[src/slt_pkg.sv]
`timescale 1ns / 1ps

package slt_pkg;

  typedef enum logic [4:0] {
    KIND_IDENT   = 5'd0,
    KIND_INT     = 5'd1,
    KIND_STRING  = 5'd2,
    KIND_SELECT  = 5'd3,
    KIND_INSERT  = 5'd4,
    KIND_INTO    = 5'd5,
    KIND_FROM    = 5'd6,
    KIND_WHERE   = 5'd7,
    KIND_VALUES  = 5'd8,
    KIND_BETWEEN = 5'd9,
    KIND_AND     = 5'd10,
    KIND_STAR    = 5'd11,
    KIND_COMMA   = 5'd12,
    KIND_LPAREN  = 5'd13,
    KIND_RPAREN  = 5'd14,
    KIND_EQ      = 5'd15,
    KIND_SEMI    = 5'd16,
    KIND_END     = 5'd17,
    KIND_BADCHAR = 5'd18,
    KIND_UNTERM  = 5'd19
  } kind_e;

  typedef enum logic [4:0] {
    MODE_IDLE = 5'b00001,
    MODE_WORD = 5'b00010,
    MODE_NUM  = 5'b00100,
    MODE_STR  = 5'b01000,
    MODE_SKIP = 5'b10000
  } mode_e;

  typedef struct packed {
    kind_e       kind;
    logic [15:0] line;
    logic [15:0] start;
    logic [7:0]  len;
  } tok_t;

  // up to two tokens caused by one byte
  typedef struct packed {
    tok_t tok0;
    tok_t tok1;
    logic two;
  } bundle_t;

  typedef struct packed {
    logic full;
    logic empty;
  } q_status_t;

  localparam int QDEPTH = 4;
  localparam int QPTR_W = $clog2(QDEPTH);

  localparam logic [7:0]  LEN_MAX  = 8'd255;
  localparam logic [15:0] LINE_MAX = 16'hFFFF;

  // keyword text, last character in the low byte
  localparam logic [63:0] KW_TEXT [8] = '{
    64'("SELECT"), 64'("INSERT"), 64'("INTO"), 64'("FROM"),
    64'("WHERE"), 64'("VALUES"), 64'("BETWEEN"), 64'("AND")
  };
  localparam logic [2:0] KW_LEN [8] = '{
    3'd6, 3'd6, 3'd4, 3'd4, 3'd5, 3'd6, 3'd7, 3'd3
  };

endpackage

[src/slt_front.sv]
`timescale 1ns / 1ps

module slt_front #(
  parameter int POS_BITS = 16,
  parameter int WORD_MAX = 63
) (
  input  logic              clk_i,
  input  logic              rst_ni,
  input  logic              acc_i,
  input  logic [7:0]        ch_i,
  input  logic              end_marker_i,
  output logic              push_o,
  output slt_pkg::bundle_t  bundle_o
);
  import slt_pkg::*;

  localparam logic [7:0]          WMAX    = 8'(WORD_MAX);
  localparam logic [POS_BITS-1:0] POS_MAX = {POS_BITS{1'b1}};

  function automatic logic is_alpha(input logic [7:0] c);
    return (c >= "A" && c <= "Z") || (c >= "a" && c <= "z");
  endfunction

  function automatic logic is_digit(input logic [7:0] c);
    return c >= "0" && c <= "9";
  endfunction

  function automatic logic is_space(input logic [7:0] c);
    return c == " " || (c >= 8'd9 && c <= 8'd13);
  endfunction

  function automatic logic [7:0] kw_step(input logic [7:0] alive, input logic [7:0] len,
                                         input logic [7:0] up);
    logic [7:0] res;
    logic [2:0] idx;
    res = alive;
    for (int k = 0; k < 8; k++) begin
      idx = KW_LEN[k] - 3'd1 - len[2:0];
      if ((len >= {5'd0, KW_LEN[k]}) || (up != KW_TEXT[k][{idx, 3'b000} +: 8])) begin
        res[k] = 1'b0;
      end
    end
    return res;
  endfunction

  function automatic kind_e word_kind(input logic [7:0] alive, input logic [7:0] len);
    kind_e res;
    res = KIND_IDENT;
    for (int k = 7; k >= 0; k--) begin
      if (alive[k] && len == {5'd0, KW_LEN[k]}) begin
        res = kind_e'(5'(KIND_SELECT) + 5'(k));
      end
    end
    return res;
  endfunction

  function automatic tok_t mk_tok(input kind_e kind, input logic [15:0] line,
                                  input logic [POS_BITS-1:0] start, input logic [7:0] len);
    tok_t t;
    logic [31:0] w;
    w = 32'(start);
    t.kind = kind;
    t.line = line;
    t.start = (|w[31:16]) ? 16'hFFFF : w[15:0];
    t.len = len;
    return t;
  endfunction

  mode_e               mode_q, mode_d;
  logic [15:0]         line_q, line_d;
  logic [POS_BITS-1:0] pos_q, pos_d;
  logic [POS_BITS-1:0] tstart_q, tstart_d;
  logic [7:0]          tlen_q, tlen_d;
  logic [15:0]         tline_q, tline_d;
  logic [7:0]          alive_q, alive_d;

  logic       fin;
  logic [7:0] up;

  // response of a byte seen outside any token
  mode_e               ib_mode;
  logic                ib_start;
  logic                ib_emit;
  kind_e               ib_kind;
  logic [15:0]         ib_line;
  logic [POS_BITS-1:0] ib_tstart;
  logic [7:0]          ib_tlen;
  logic [7:0]          ib_alive;

  logic a_vld, b_vld, run_idle;
  tok_t a_tok, b_tok;

  assign fin = end_marker_i || (ch_i == 8'd0);
  assign up  = (ch_i >= "a" && ch_i <= "z") ? ch_i - 8'd32 : ch_i;

  always_comb begin
    ib_mode   = MODE_IDLE;
    ib_start  = 1'b0;
    ib_emit   = 1'b0;
    ib_kind   = KIND_BADCHAR;
    ib_line   = line_q;
    ib_tstart = pos_q;
    ib_tlen   = 8'd0;
    ib_alive  = 8'hFF;
    if (is_space(ch_i)) begin
      if (ch_i == 8'h0A && line_q != LINE_MAX) begin
        ib_line = line_q + 16'd1;
      end
    end else if (is_alpha(ch_i) || ch_i == "_") begin
      ib_mode  = MODE_WORD;
      ib_start = 1'b1;
      ib_tlen  = 8'd1;
      ib_alive = kw_step(8'hFF, 8'd0, up);
    end else if (is_digit(ch_i)) begin
      ib_mode  = MODE_NUM;
      ib_start = 1'b1;
      ib_tlen  = 8'd1;
    end else if (ch_i == "'") begin
      ib_mode   = MODE_STR;
      ib_start  = 1'b1;
      ib_tstart = (pos_q != POS_MAX) ? pos_q + 1'b1 : POS_MAX;
    end else begin
      ib_emit = 1'b1;
      case (ch_i)
        "*":     ib_kind = KIND_STAR;
        ",":     ib_kind = KIND_COMMA;
        "(":     ib_kind = KIND_LPAREN;
        ")":     ib_kind = KIND_RPAREN;
        "=":     ib_kind = KIND_EQ;
        ";":     ib_kind = KIND_SEMI;
        default: begin
          ib_kind = KIND_BADCHAR;
          ib_mode = MODE_SKIP;
        end
      endcase
    end
  end

  always_comb begin
    mode_d   = mode_q;
    line_d   = line_q;
    pos_d    = pos_q;
    tstart_d = tstart_q;
    tlen_d   = tlen_q;
    tline_d  = tline_q;
    alive_d  = alive_q;
    a_vld    = 1'b0;
    b_vld    = 1'b0;
    a_tok    = mk_tok(word_kind(alive_q, tlen_q), tline_q, tstart_q, tlen_q);
    b_tok    = mk_tok(ib_kind, line_q, pos_q, 8'd1);
    run_idle = 1'b0;
    if (acc_i) begin
      if (mode_q == MODE_SKIP || fin) begin
        if (fin) begin
          if (mode_q == MODE_STR) begin
            a_vld = 1'b1;
            a_tok = mk_tok(KIND_UNTERM, tline_q, tstart_q, tlen_q);
          end else if (mode_q != MODE_SKIP) begin
            a_vld = (mode_q == MODE_WORD) || (mode_q == MODE_NUM);
            if (mode_q == MODE_NUM) begin
              a_tok = mk_tok(KIND_INT, tline_q, tstart_q, tlen_q);
            end
            b_vld = 1'b1;
            b_tok = mk_tok(KIND_END, line_q, pos_q, 8'd0);
          end
          mode_d   = MODE_IDLE;
          line_d   = 16'd1;
          pos_d    = '0;
          tstart_d = '0;
          tlen_d   = 8'd0;
          tline_d  = 16'd1;
          alive_d  = 8'hFF;
        end
      end else begin
        case (mode_q)
          MODE_WORD: begin
            if (is_alpha(ch_i) || is_digit(ch_i) || ch_i == "_") begin
              if (tlen_q < WMAX) begin
                alive_d = kw_step(alive_q, tlen_q, up);
                tlen_d  = tlen_q + 8'd1;
              end
            end else begin
              a_vld    = 1'b1;
              run_idle = 1'b1;
            end
          end
          MODE_NUM: begin
            if (is_digit(ch_i)) begin
              if (tlen_q != LEN_MAX) begin
                tlen_d = tlen_q + 8'd1;
              end
            end else begin
              a_vld    = 1'b1;
              a_tok    = mk_tok(KIND_INT, tline_q, tstart_q, tlen_q);
              run_idle = 1'b1;
            end
          end
          MODE_STR: begin
            if (ch_i == "'") begin
              a_vld  = 1'b1;
              a_tok  = mk_tok(KIND_STRING, tline_q, tstart_q, tlen_q);
              mode_d = MODE_IDLE;
            end else if (tlen_q != LEN_MAX) begin
              tlen_d = tlen_q + 8'd1;
            end
          end
          default: run_idle = 1'b1;
        endcase
        if (run_idle) begin
          mode_d = ib_mode;
          line_d = ib_line;
          b_vld  = ib_emit;
          if (ib_start) begin
            tstart_d = ib_tstart;
            tlen_d   = ib_tlen;
            tline_d  = line_q;
            alive_d  = ib_alive;
          end
        end
        if (pos_q != POS_MAX) begin
          pos_d = pos_q + 1'b1;
        end
      end
    end
  end

  always_comb begin
    push_o        = a_vld || b_vld;
    bundle_o.tok0 = a_vld ? a_tok : b_tok;
    bundle_o.tok1 = b_tok;
    bundle_o.two  = a_vld && b_vld;
  end

  always_ff @(posedge clk_i or negedge rst_ni) begin
    if (!rst_ni) begin
      mode_q   <= MODE_IDLE;
      line_q   <= 16'd1;
      pos_q    <= '0;
      tstart_q <= '0;
      tlen_q   <= 8'd0;
      tline_q  <= 16'd1;
      alive_q  <= 8'hFF;
    end else begin
      mode_q   <= mode_d;
      line_q   <= line_d;
      pos_q    <= pos_d;
      tstart_q <= tstart_d;
      tlen_q   <= tlen_d;
      tline_q  <= tline_d;
      alive_q  <= alive_d;
    end
  end

endmodule

[src/slt_queue.sv]
`timescale 1ns / 1ps

module slt_queue (
  input  logic                clk_i,
  input  logic                rst_ni,
  input  logic                push_i,
  input  slt_pkg::bundle_t    wdata_i,
  input  logic                pop_i,
  output slt_pkg::bundle_t    rdata_o,
  output slt_pkg::q_status_t  status_o
);
  import slt_pkg::*;

  bundle_t           mem_q [QDEPTH];
  logic [QPTR_W-1:0] wr_ptr_q, rd_ptr_q;
  logic [QPTR_W:0]   cnt_q;

  logic do_push, do_pop;

  assign status_o.full  = (cnt_q == (QPTR_W + 1)'(QDEPTH));
  assign status_o.empty = (cnt_q == '0);
  assign do_push = push_i && !status_o.full;
  assign do_pop  = pop_i && !status_o.empty;
  assign rdata_o = mem_q[rd_ptr_q];

  always_ff @(posedge clk_i) begin
    if (do_push) begin
      mem_q[wr_ptr_q] <= wdata_i;
    end
  end

  always_ff @(posedge clk_i or negedge rst_ni) begin
    if (!rst_ni) begin
      wr_ptr_q <= '0;
      rd_ptr_q <= '0;
      cnt_q    <= '0;
    end else begin
      if (do_push) begin
        wr_ptr_q <= wr_ptr_q + 1'b1;
      end
      if (do_pop) begin
        rd_ptr_q <= rd_ptr_q + 1'b1;
      end
      if (do_push && !do_pop) begin
        cnt_q <= cnt_q + 1'b1;
      end else if (do_pop && !do_push) begin
        cnt_q <= cnt_q - 1'b1;
      end
    end
  end

endmodule

[src/slt_back.sv]
`timescale 1ns / 1ps

module slt_back (
  input  logic                clk_i,
  input  logic                rst_ni,
  input  slt_pkg::bundle_t    rdata_i,
  input  slt_pkg::q_status_t  status_i,
  output logic                pop_o,
  output logic                out_valid_o,
  input  logic                out_stall_i,
  output logic [4:0]          kind_o,
  output logic [15:0]         line_no_o,
  output logic [15:0]         start_pos_o,
  output logic [7:0]          length_o,
  output logic                last_of_run_o
);
  import slt_pkg::*;

  tok_t out_q, sec_q;
  logic out_last_q, out_vld_q, sec_vld_q;
  logic load;

  assign load  = !out_vld_q || !out_stall_i;
  assign pop_o = load && !sec_vld_q && !status_i.empty;

  always_ff @(posedge clk_i or negedge rst_ni) begin
    if (!rst_ni) begin
      out_vld_q <= 1'b0;
      sec_vld_q <= 1'b0;
    end else if (load) begin
      if (sec_vld_q) begin
        out_vld_q <= 1'b1;
        sec_vld_q <= 1'b0;
      end else begin
        out_vld_q <= !status_i.empty;
        sec_vld_q <= !status_i.empty && rdata_i.two;
      end
    end
  end

  always_ff @(posedge clk_i) begin
    if (load) begin
      if (sec_vld_q) begin
        out_q      <= sec_q;
        out_last_q <= 1'b1;
      end else begin
        out_q      <= rdata_i.tok0;
        out_last_q <= !rdata_i.two;
        sec_q      <= rdata_i.tok1;
      end
    end
  end

  assign out_valid_o   = out_vld_q;
  assign kind_o        = out_q.kind;
  assign line_no_o     = out_q.line;
  assign start_pos_o   = out_q.start;
  assign length_o      = out_q.len;
  assign last_of_run_o = out_last_q;

endmodule

[src/sql_keyword_tokenizer.sv]
`timescale 1ns / 1ps

// channel  | handshake                 | payload
// ---------+---------------------------+----------------------------------------------
// input    | in_valid_i / in_stall_o   | ch_i, end_marker_i
// output   | out_valid_o / out_stall_i | kind_o, line_no_o, start_pos_o, length_o,
//          |                           | last_of_run_o
//
// One byte is taken every cycle unless in_stall_o is high; the lexer state updates in the
// cycle of acceptance. A token goes through the queue into the output register before it
// is valid; a byte giving two tokens sends them in turn, one token per cycle unless stalled.
// A four-entry token queue sits between lexer and output; in_stall_o rises when it fills.
// Reset clears lexer state, empties the queue and clears the output valid flags.

module sql_keyword_tokenizer #(
  parameter int POS_BITS = 16,
  parameter int WORD_MAX = 63
) (
  input  logic        clk_i,
  input  logic        rst_ni,
  input  logic        in_valid_i,
  output logic        in_stall_o,
  input  logic [7:0]  ch_i,
  input  logic        end_marker_i,
  output logic        out_valid_o,
  input  logic        out_stall_i,
  output logic [4:0]  kind_o,
  output logic [15:0] line_no_o,
  output logic [15:0] start_pos_o,
  output logic [7:0]  length_o,
  output logic        last_of_run_o
);
  import slt_pkg::*;

  logic      acc, push, pop;
  bundle_t   wbundle, rbundle;
  q_status_t qstat;

  assign in_stall_o = qstat.full;
  assign acc        = in_valid_i && !qstat.full;

  slt_front #(
    .POS_BITS(POS_BITS),
    .WORD_MAX(WORD_MAX)
  ) u_front (
    .clk_i       (clk_i),
    .rst_ni      (rst_ni),
    .acc_i       (acc),
    .ch_i        (ch_i),
    .end_marker_i(end_marker_i),
    .push_o      (push),
    .bundle_o    (wbundle)
  );

  slt_queue u_queue (
    .clk_i   (clk_i),
    .rst_ni  (rst_ni),
    .push_i  (push),
    .wdata_i (wbundle),
    .pop_i   (pop),
    .rdata_o (rbundle),
    .status_o(qstat)
  );

  slt_back u_back (
    .clk_i        (clk_i),
    .rst_ni       (rst_ni),
    .rdata_i      (rbundle),
    .status_i     (qstat),
    .pop_o        (pop),
    .out_valid_o  (out_valid_o),
    .out_stall_i  (out_stall_i),
    .kind_o       (kind_o),
    .line_no_o    (line_no_o),
    .start_pos_o  (start_pos_o),
    .length_o     (length_o),
    .last_of_run_o(last_of_run_o)
  );

  a_queue_status: assert property (@(posedge clk_i) disable iff (!rst_ni)
    !(qstat.full && qstat.empty))
    else $error("queue full and empty at once");

  // two tokens from one byte: the first is always a finished word or number
  a_pair_first: assert property (@(posedge clk_i) disable iff (!rst_ni)
    (push && wbundle.two) |-> (wbundle.tok0.kind <= KIND_AND))
    else $error("token pair does not start with a word or number");

  a_end_last: assert property (@(posedge clk_i) disable iff (!rst_ni)
    (out_valid_o && kind_o == 5'(KIND_END)) |-> last_of_run_o)
    else $error("end token not marked last");

  a_pop_nonempty: assert property (@(posedge clk_i) disable iff (!rst_ni)
    pop |-> !qstat.empty)
    else $error("pop from empty queue");

endmodule
[config.mk]
export PLATFORM = sky130hd
export DESIGN_NAME = sql_keyword_tokenizer
export DESIGN_NICKNAME = d
export VERILOG_FILES = /design/src/slt_pkg.sv /design/src/slt_front.sv /design/src/slt_queue.sv /design/src/slt_back.sv /design/src/sql_keyword_tokenizer.sv
export SDC_FILE = /design/constraint.sdc
export NUM_CORES = 1
export LEC_CHECK = 0
export BUFFER_PORTS_ARGS = -buffer_cell sky130_fd_sc_hd__buf_2
export CELL_PAD_IN_SITES_DETAIL_PLACEMENT = 1
export CELL_PAD_IN_SITES_GLOBAL_PLACEMENT = 1
export CORE_MARGIN = 4
export CORE_UTILIZATION = 33
export CTS_CLUSTER_DIAMETER = 50
export DETAILED_ROUTE_END_ITERATION = 10
export PLACE_DENSITY_LB_ADDON = 0.1
export SLEW_MARGIN = 20
export SYNTH_ARGS = -nofsm -noshare
export SYNTH_HDL_FRONTEND = slang
export SYNTH_SLANG_ARGS = --single-unit
[constraint.sdc]
create_clock -name clk_i -period 12.6 [get_ports clk_i]
set_input_delay 1.26 -clock clk_i [delete_from_list [all_inputs] [get_ports clk_i]]
set_output_delay 1.26 -clock clk_i [all_outputs]
set_load 0.05 [all_outputs]
### After elaboration in Yosys (flattened, before gate mapping)

Memories as Yosys holds them, arrays and structs flattened.
Cells that the tools add are included.

* word-level logic and storage cells: 290
* memories kept: 1
* register bits after elaboration: 185
* RAM bits: 364

* reductions and logical operators: 65
* mux-type cells: 127
* $add $sub $neg: 13
* eq/ne operators: 40
* shift-type cells: 8
* bitwise operators: 1
* $lt $le $gt $ge: 14

Memories
* u_queue.mem_q: depth 4, width 91, read ports 1, clocked after memory_dff 0, wr ports 1, line slt_queue.sv:14 `bundle_t mem_q [QDEPTH];`

Operators by type and width (count)
* 2-to-1 mux 45 bit: 12
* variable part select 64 x 7 -> 8 bit (first input constant): 8
* 2-to-1 mux 16 bit: 19
* 2-to-1 mux 8 bit: 21
* 2-to-1 mux 44 bit: 3
* case mux 45 bit (2 select lines): 1
* 2-to-1 mux 5 bit: 14
* == test 8 x 6 -> 1 bit (second input constant): 8
* inequality test 8 bit: 8
* inequality test 8 x 7 -> 1 bit (second input constant): 7
* 2-to-1 mux 1 bit: 43
* adder 16 x 1 -> 16 bit (second input constant): 2
* == test 8 x 3 -> 1 bit (second input constant): 4
* greater-or-equal comparator 8 x 3 -> 1 bit (second input constant): 4
* 2-to-1 mux 4 bit: 8
* inequality test 16 bit (second input constant): 2
* case mux 5 bit (6 select lines): 1
* case mux 8 bit (3 select lines): 1
* logical AND 1 bit: 22
* logical OR 1 bit: 18
* greater-or-equal comparator 8 x 7 -> 1 bit (second input constant): 2
* <= comparator 8 x 7 -> 1 bit (second input constant): 2
* nonzero test 2 bit: 6
* subtractor 3 bit (first input constant): 3
* 35 further kinds: 49

### Depth between registers and ports, before layout

* word-level depth: 18
* gate-level depth with buffers: 17
* mapped depth without buffers: 14

### Modules after synthesis

A second synthesis with hierarchy kept.

* cell total of the unflattened synthesis: 1548
* area, all modules: 24115.6 um^2

Modules (own cells, without submodules)
* slt_queue: cells each 511, instances 1, area each 13549.2 um^2, seq. area each 11105.7 um^2
* slt_front: cells each 885, instances 1, area each 7149.4 um^2, seq. area each 2140.8 um^2
* slt_back: cells each 151, instances 1, area each 3403.3 um^2, seq. area each 2782.7 um^2
* sql_keyword_tokenizer: cells each 1, instances 1, area each 13.8 um^2, seq. area each 0.0 um^2

### Worst setup path after synthesis

OpenSTA, ideal clock, no wires.

* path kind: input to register
* start point: in ch_i[0]
* end point: mem u_queue.mem_q[0][0] in the netlist's numbering (enable)
* arrival time: 5.056 ns
* setup slack: 7.092 ns
* library setup time: 0.452 ns
* cell stages on the path: 8
* buffers on the path: 1
* cells stage by stage: or4_1 -> o22ai_2 -> o32ai_2 -> and3_1 -> o21a_1 -> buf_2 -> o21ai_2 -> and2_1

* longest elaborated chain between the ends: 16

RTL lines
* from (decl): line sql_keyword_tokenizer.sv:23 `input logic [7:0] ch_i,`
* greater-or-equal comparator 8 x 7 -> 1 bit / <= comparator 8 x 7 -> 1 bit (equally long branches): line slt_front.sv:21 `return (c >= "A" && c <= "Z") || (c >= "a" && c <= "z");`
* logical AND 1 bit: line slt_front.sv:21
* logical OR 1 bit: line slt_front.sv:21
* logical OR 1 bit (2 in series): line slt_front.sv:177 `if (is_alpha(ch_i) || is_digit(ch_i) || ch_i == "_") begin`
* 2-to-1 mux 1 bit: line slt_front.sv:177
* case mux 1 bit (3 select lines): line slt_front.sv:175 `case (mode_q)`
* 2-to-1 mux 1 bit: line slt_front.sv:153 `if (mode_q == MODE_SKIP || fin) begin`
* 2-to-1 mux 1 bit: line slt_front.sv:152 `if (acc_i) begin`
* 2-to-1 mux 1 bit: line slt_front.sv:209 `if (run_idle) begin`
* 2-to-1 mux 1 bit: line slt_front.sv:153
* 2-to-1 mux 1 bit: line slt_front.sv:152
* logical OR 1 bit (*): line slt_front.sv:228 `push_o = a_vld || b_vld;`
* logical AND 1 bit (*): line slt_queue.sv:22 `assign do_push = push_i && !status_o.full;`
* via u_queue.do_push: line slt_queue.sv:18 `logic do_push, do_pop;`
* 2-to-1 mux 1 bit (*): line slt_queue.sv:27 `if (do_push) begin`
* 2-to-1 mux 1 bit (not written as such) (*): line slt_queue.sv:28 `mem_q[wr_ptr_q] <= wdata_i;`
* to (decl): line slt_queue.sv:14

Mark *: on every way through the listed nets, which the timed path passes. The rest lies on a longest branch. The select of a mux whose other input is x is not followed.

### Final worst setup path

* start point: in ch_i[0]
* end point: mem u_queue.mem_q[1][86] in the netlist's numbering (enable)

Same word-level chain as after synthesis.

==> flow_metrics.py <==
metrics = {
    "global_route": {
        "use_met1": 0.232,
        "use_met3": 0.0274,
        "overflow": 0,
        "grt_pass1_vias": 14801,
        "grt_pass1_wl_um": 94500,
        "top_usage_layer": "met2",
        "track_usage": 0.168,
        "grt_max_degree": 62,
        "gr-usage-met2": 0.276,
        "antenna_found_initial": 0,
    },
    "critical_path": {
        "reg2reg_slack_ps": 8240,
        "reg2reg_depth": 8,
        "end_kind": "flop",
        "timing.rr.end": "u_front.alive_q[7]",
        "path_max_fanout": 46,
        "worstSetupPathType": "input pin to flop",
        "startpoint": "ch_i[0]",
        "r2r-start": "u_front.tlen_q[0]",
        "crit_end": "u_queue.mem_q[1][86]",
        "worstPathRequired_ps": 12800,
        "arrival_ps": 5640,
        "cp-start-kind": "input pin",
    },
    "logic_synthesis": {
        "synth_area_leaders": "edfxtp_1 56%, dfrtp_1 9.2%, mux4_2 8.3%, nand2_1 2.9%, mux2_2 2.6%",
        "syn_avg_cell_area_um2": 14.7,
        "yosys.area_share.simple": 0.0867,
        "post_synth_num_cell_types": 84,
        "synth_seq_area_share": 0.661,
        "synth_top_area_cell": "edfxtp_1",
        "yosys_warnings": 0,
        "syn_inst": 1542,
        "syn-num-nets": 1580,
        "synth_edf_count": 420,
        "synth.top_cell.area_share": 0.556,
        "synth.area.mux_share": 0.116,
        "yosys.area_share.adder": 0.0141,
        "synth_xor_area_frac": 0.00888,
        "synth_top_family_by_area": "multiplexers",
        "syn_area_um2": 22700,
        "synth_seq_cells": 514,
        "synth_flop_cell": "edfxtp_1",
        "async_flop_share": 0.183,
        "synth_compound_area_frac": 0.0916,
    },
    "timing": {
        "min_period_ps": 5440,
        "rsz0062_at_grt": "false",
        "skew_ps": 22.8,
        "maxSlewHeadroom": 0.262,
        "min_period_over_period": 0.432,
        "fmaxAchievable_mhz": 184,
        "finalSetupViolations": 0,
        "hold_violations": 0,
        "maxSlewViolCount": 0,
        "hold_slack_ps": 481,
        "final.setup.tns_ps": 0,
        "worst_pin_slew_ps": 1110,
    },
    "clock_tree": {
        "clk_latency_ps": 590,
        "clkSlewWorstSetupHoldPaths_ps": 50,
        "ctsHtreeMaxLevel": 3,
        "cts_tree": "done",
        "cts_hold_buf": 0,
        "cts_buffer_depth": 3,
        "cts_sinks": 514,
        "cts_setup_buffers": 0,
        "ctsResizeCount": 0,
        "cts_root_buf": "clkbuf_16",
        "cts_buffers": 67,
    },
    "finish": {
        "seqCellArea_um2": 15000,
        "antenna_cells": 0,
        "area_delta_synth_final_pct": 15.5,
        "final_common_cell": "edfxtp_1",
        "multiInputGateArea_um2": 7250,
        "nFillCells": 6824,
        "nNetsFinal": 1641,
        "final_cell_mix": "420 x edfxtp_1, 172 x nand2_1, 84 x mux4_2",
        "drive_above_1_share": 0.223,
    },
    "route": {
        "ant_nets": 0,
        "drt-vias-per-instance": 5.37,
        "drtPass1Iterations": 5,
        "avgRoutedWirePerCell_um": 24.2,
        "drt-total-wl_um": 61300,
        "vias": 13584,
        "drt-initial-drc-count": 921,
        "drc": 0,
    },
    "status": {
        "status": "complete, no violations",
    },
    "placed_design": {
        "port_buffers": 60,
        "hpwl_um": 38100,
        "place_congestion": 0.790,
    },
    "pwr": {
        "vdd_ir_drop_max_mv": 0.106,
        "leakagePower_nw": 9.27,
        "power_density_nw_per_um2": 233,
    },
    "hold_path": {
        "min_path_type": "flop to flop",
    },
    "floorplanning": {
        "initial_core_util": 0.335,
        "io_pins": 61,
        "die_w_um": 270,
        "die-area_um2": 73000,
        "core_um2": 67600,
        "die_y_um": 270,
        "num_rows": 95,
    },
    "flow_run": {
        "maxCapViolCount": 0,
    },
}
==> cell families (layout without fill, tap and decap cells) <==
family,Yosys count,in the layout
buffers and inverters,125,241
xor gates and xnor gates,23,23
muxes,151,151
AOI/OAI and AO/OA,291,291
adders and majority gates,25,25
DFF,514,514
and+or+nand+nor,413,413
==> power by group <==
part	leakage [nW]	internal [mW]	switching, mW
clock	1.08	1.16	0.741
combinational	2.91	0.579	1.03
sequential	5.28	2.38	0.214
total	9.27	4.12	1.98
==> cells in the mapped netlist (23+ instances only) <==
cell / instances
nand2_1: 173
ha_1: 24
a22o_1: 23
mux4_2: 84
o21ai_0: 59
edfxtp_1: 420
nor3_1: 23
mux2_2: 53
inv_1: 29
nor2_1: 70
clkbuf_1: 58
dfrtp_1: 83
a21oi_1: 61
nand3_1: 28
==> sequential cells by signal, indices dropped and copies added, names as in the netlist <==
| signal | count |
|---|---|
| u_front.line_q | 16 |
| u_back.out_valid_o | 1 |
| u_back.kind_o | 5 |
| u_back.start_pos_o | 16 |
| u_queue.wr_ptr_q | 2 |
| u_back.sec_vld_q | 1 |
| u_queue.rd_ptr_q | 2 |
| u_front.pos_q | 16 |
| u_front.mode_q | 5 |
| u_back.last_of_run_o | 1 |
| u_back.length_o | 8 |
| u_queue.mem_q | 336 |
| u_back.line_no_o | 16 |
| u_front.tlen_q | 8 |
| u_back.sec_q | 38 |
| u_front.tstart_q | 16 |
| u_front.alive_q | 8 |
| u_front.tline_q | 16 |
| u_queue.cnt_q | 3 |
==> layout make-up <==
class                      count  share of cell area
timing repair buffer          87              0.0193
tap                          873              0.0417
clock inverter                44              0.0165
clock buffer                  80              0.0691
inverter                      30             0.00430
sequential                   514               0.572
multi-input combinational    903               0.277
==> routing by layer <==
layer | share of wire | vias to the layer above | routed length (µm)
li1 | - | 6152 | -
met1 | 0.46 | 7134 | 28400
met2 | 0.48 | 211 | 29600
met3 | 0.033 | 87 | 2000
met4 | 0.021 | 0 | 1310
met5 | 0 | - | 0
==> how the worst min path moves through the flow <==
stage	start	cells past startpoint	to	slack, ps
final	u_front.tline_q[0]	2	u_front.tline_q[0]	480
after global routing	u_queue.cnt_q[2]	1	u_queue.cnt_q[2]	520
after CTS	u_front.tline_q[0]	2	u_front.tline_q[0]	490
after detailed placement	u_front.tline_q[0]	2	u_front.tline_q[0]	480
after global placement	u_front.tline_q[0]	2	u_front.tline_q[0]	470
after floorplan	u_front.tline_q[0]	2	u_front.tline_q[0]	450
==> metrics by stage <==
step	cells	utilization	worst slack (ps)	cell area (µm²)	total power, mW
CTS	2531	0.387	7160	26200	6.22
floorplan	1542	-	7090	22700	3.74
detailed placement	2407	0.354	6540	23900	4.30
global route	2531	0.387	6970	26200	6.42
finish	2531	0.387	7160	26200	6.10
global placement	2407	0.354	6610	23900	4.27
==> critical path, stage by stage <==
cell and delay, ps:
buf_2 260, or4_1 620, o22ai_2 300, o32ai_2 240, a211oi_4 830, nand3b_1 190
o21ai_2 430, and2_4 690, buf_4 700
Note: power is estimated with default switching activity, not from simulation.
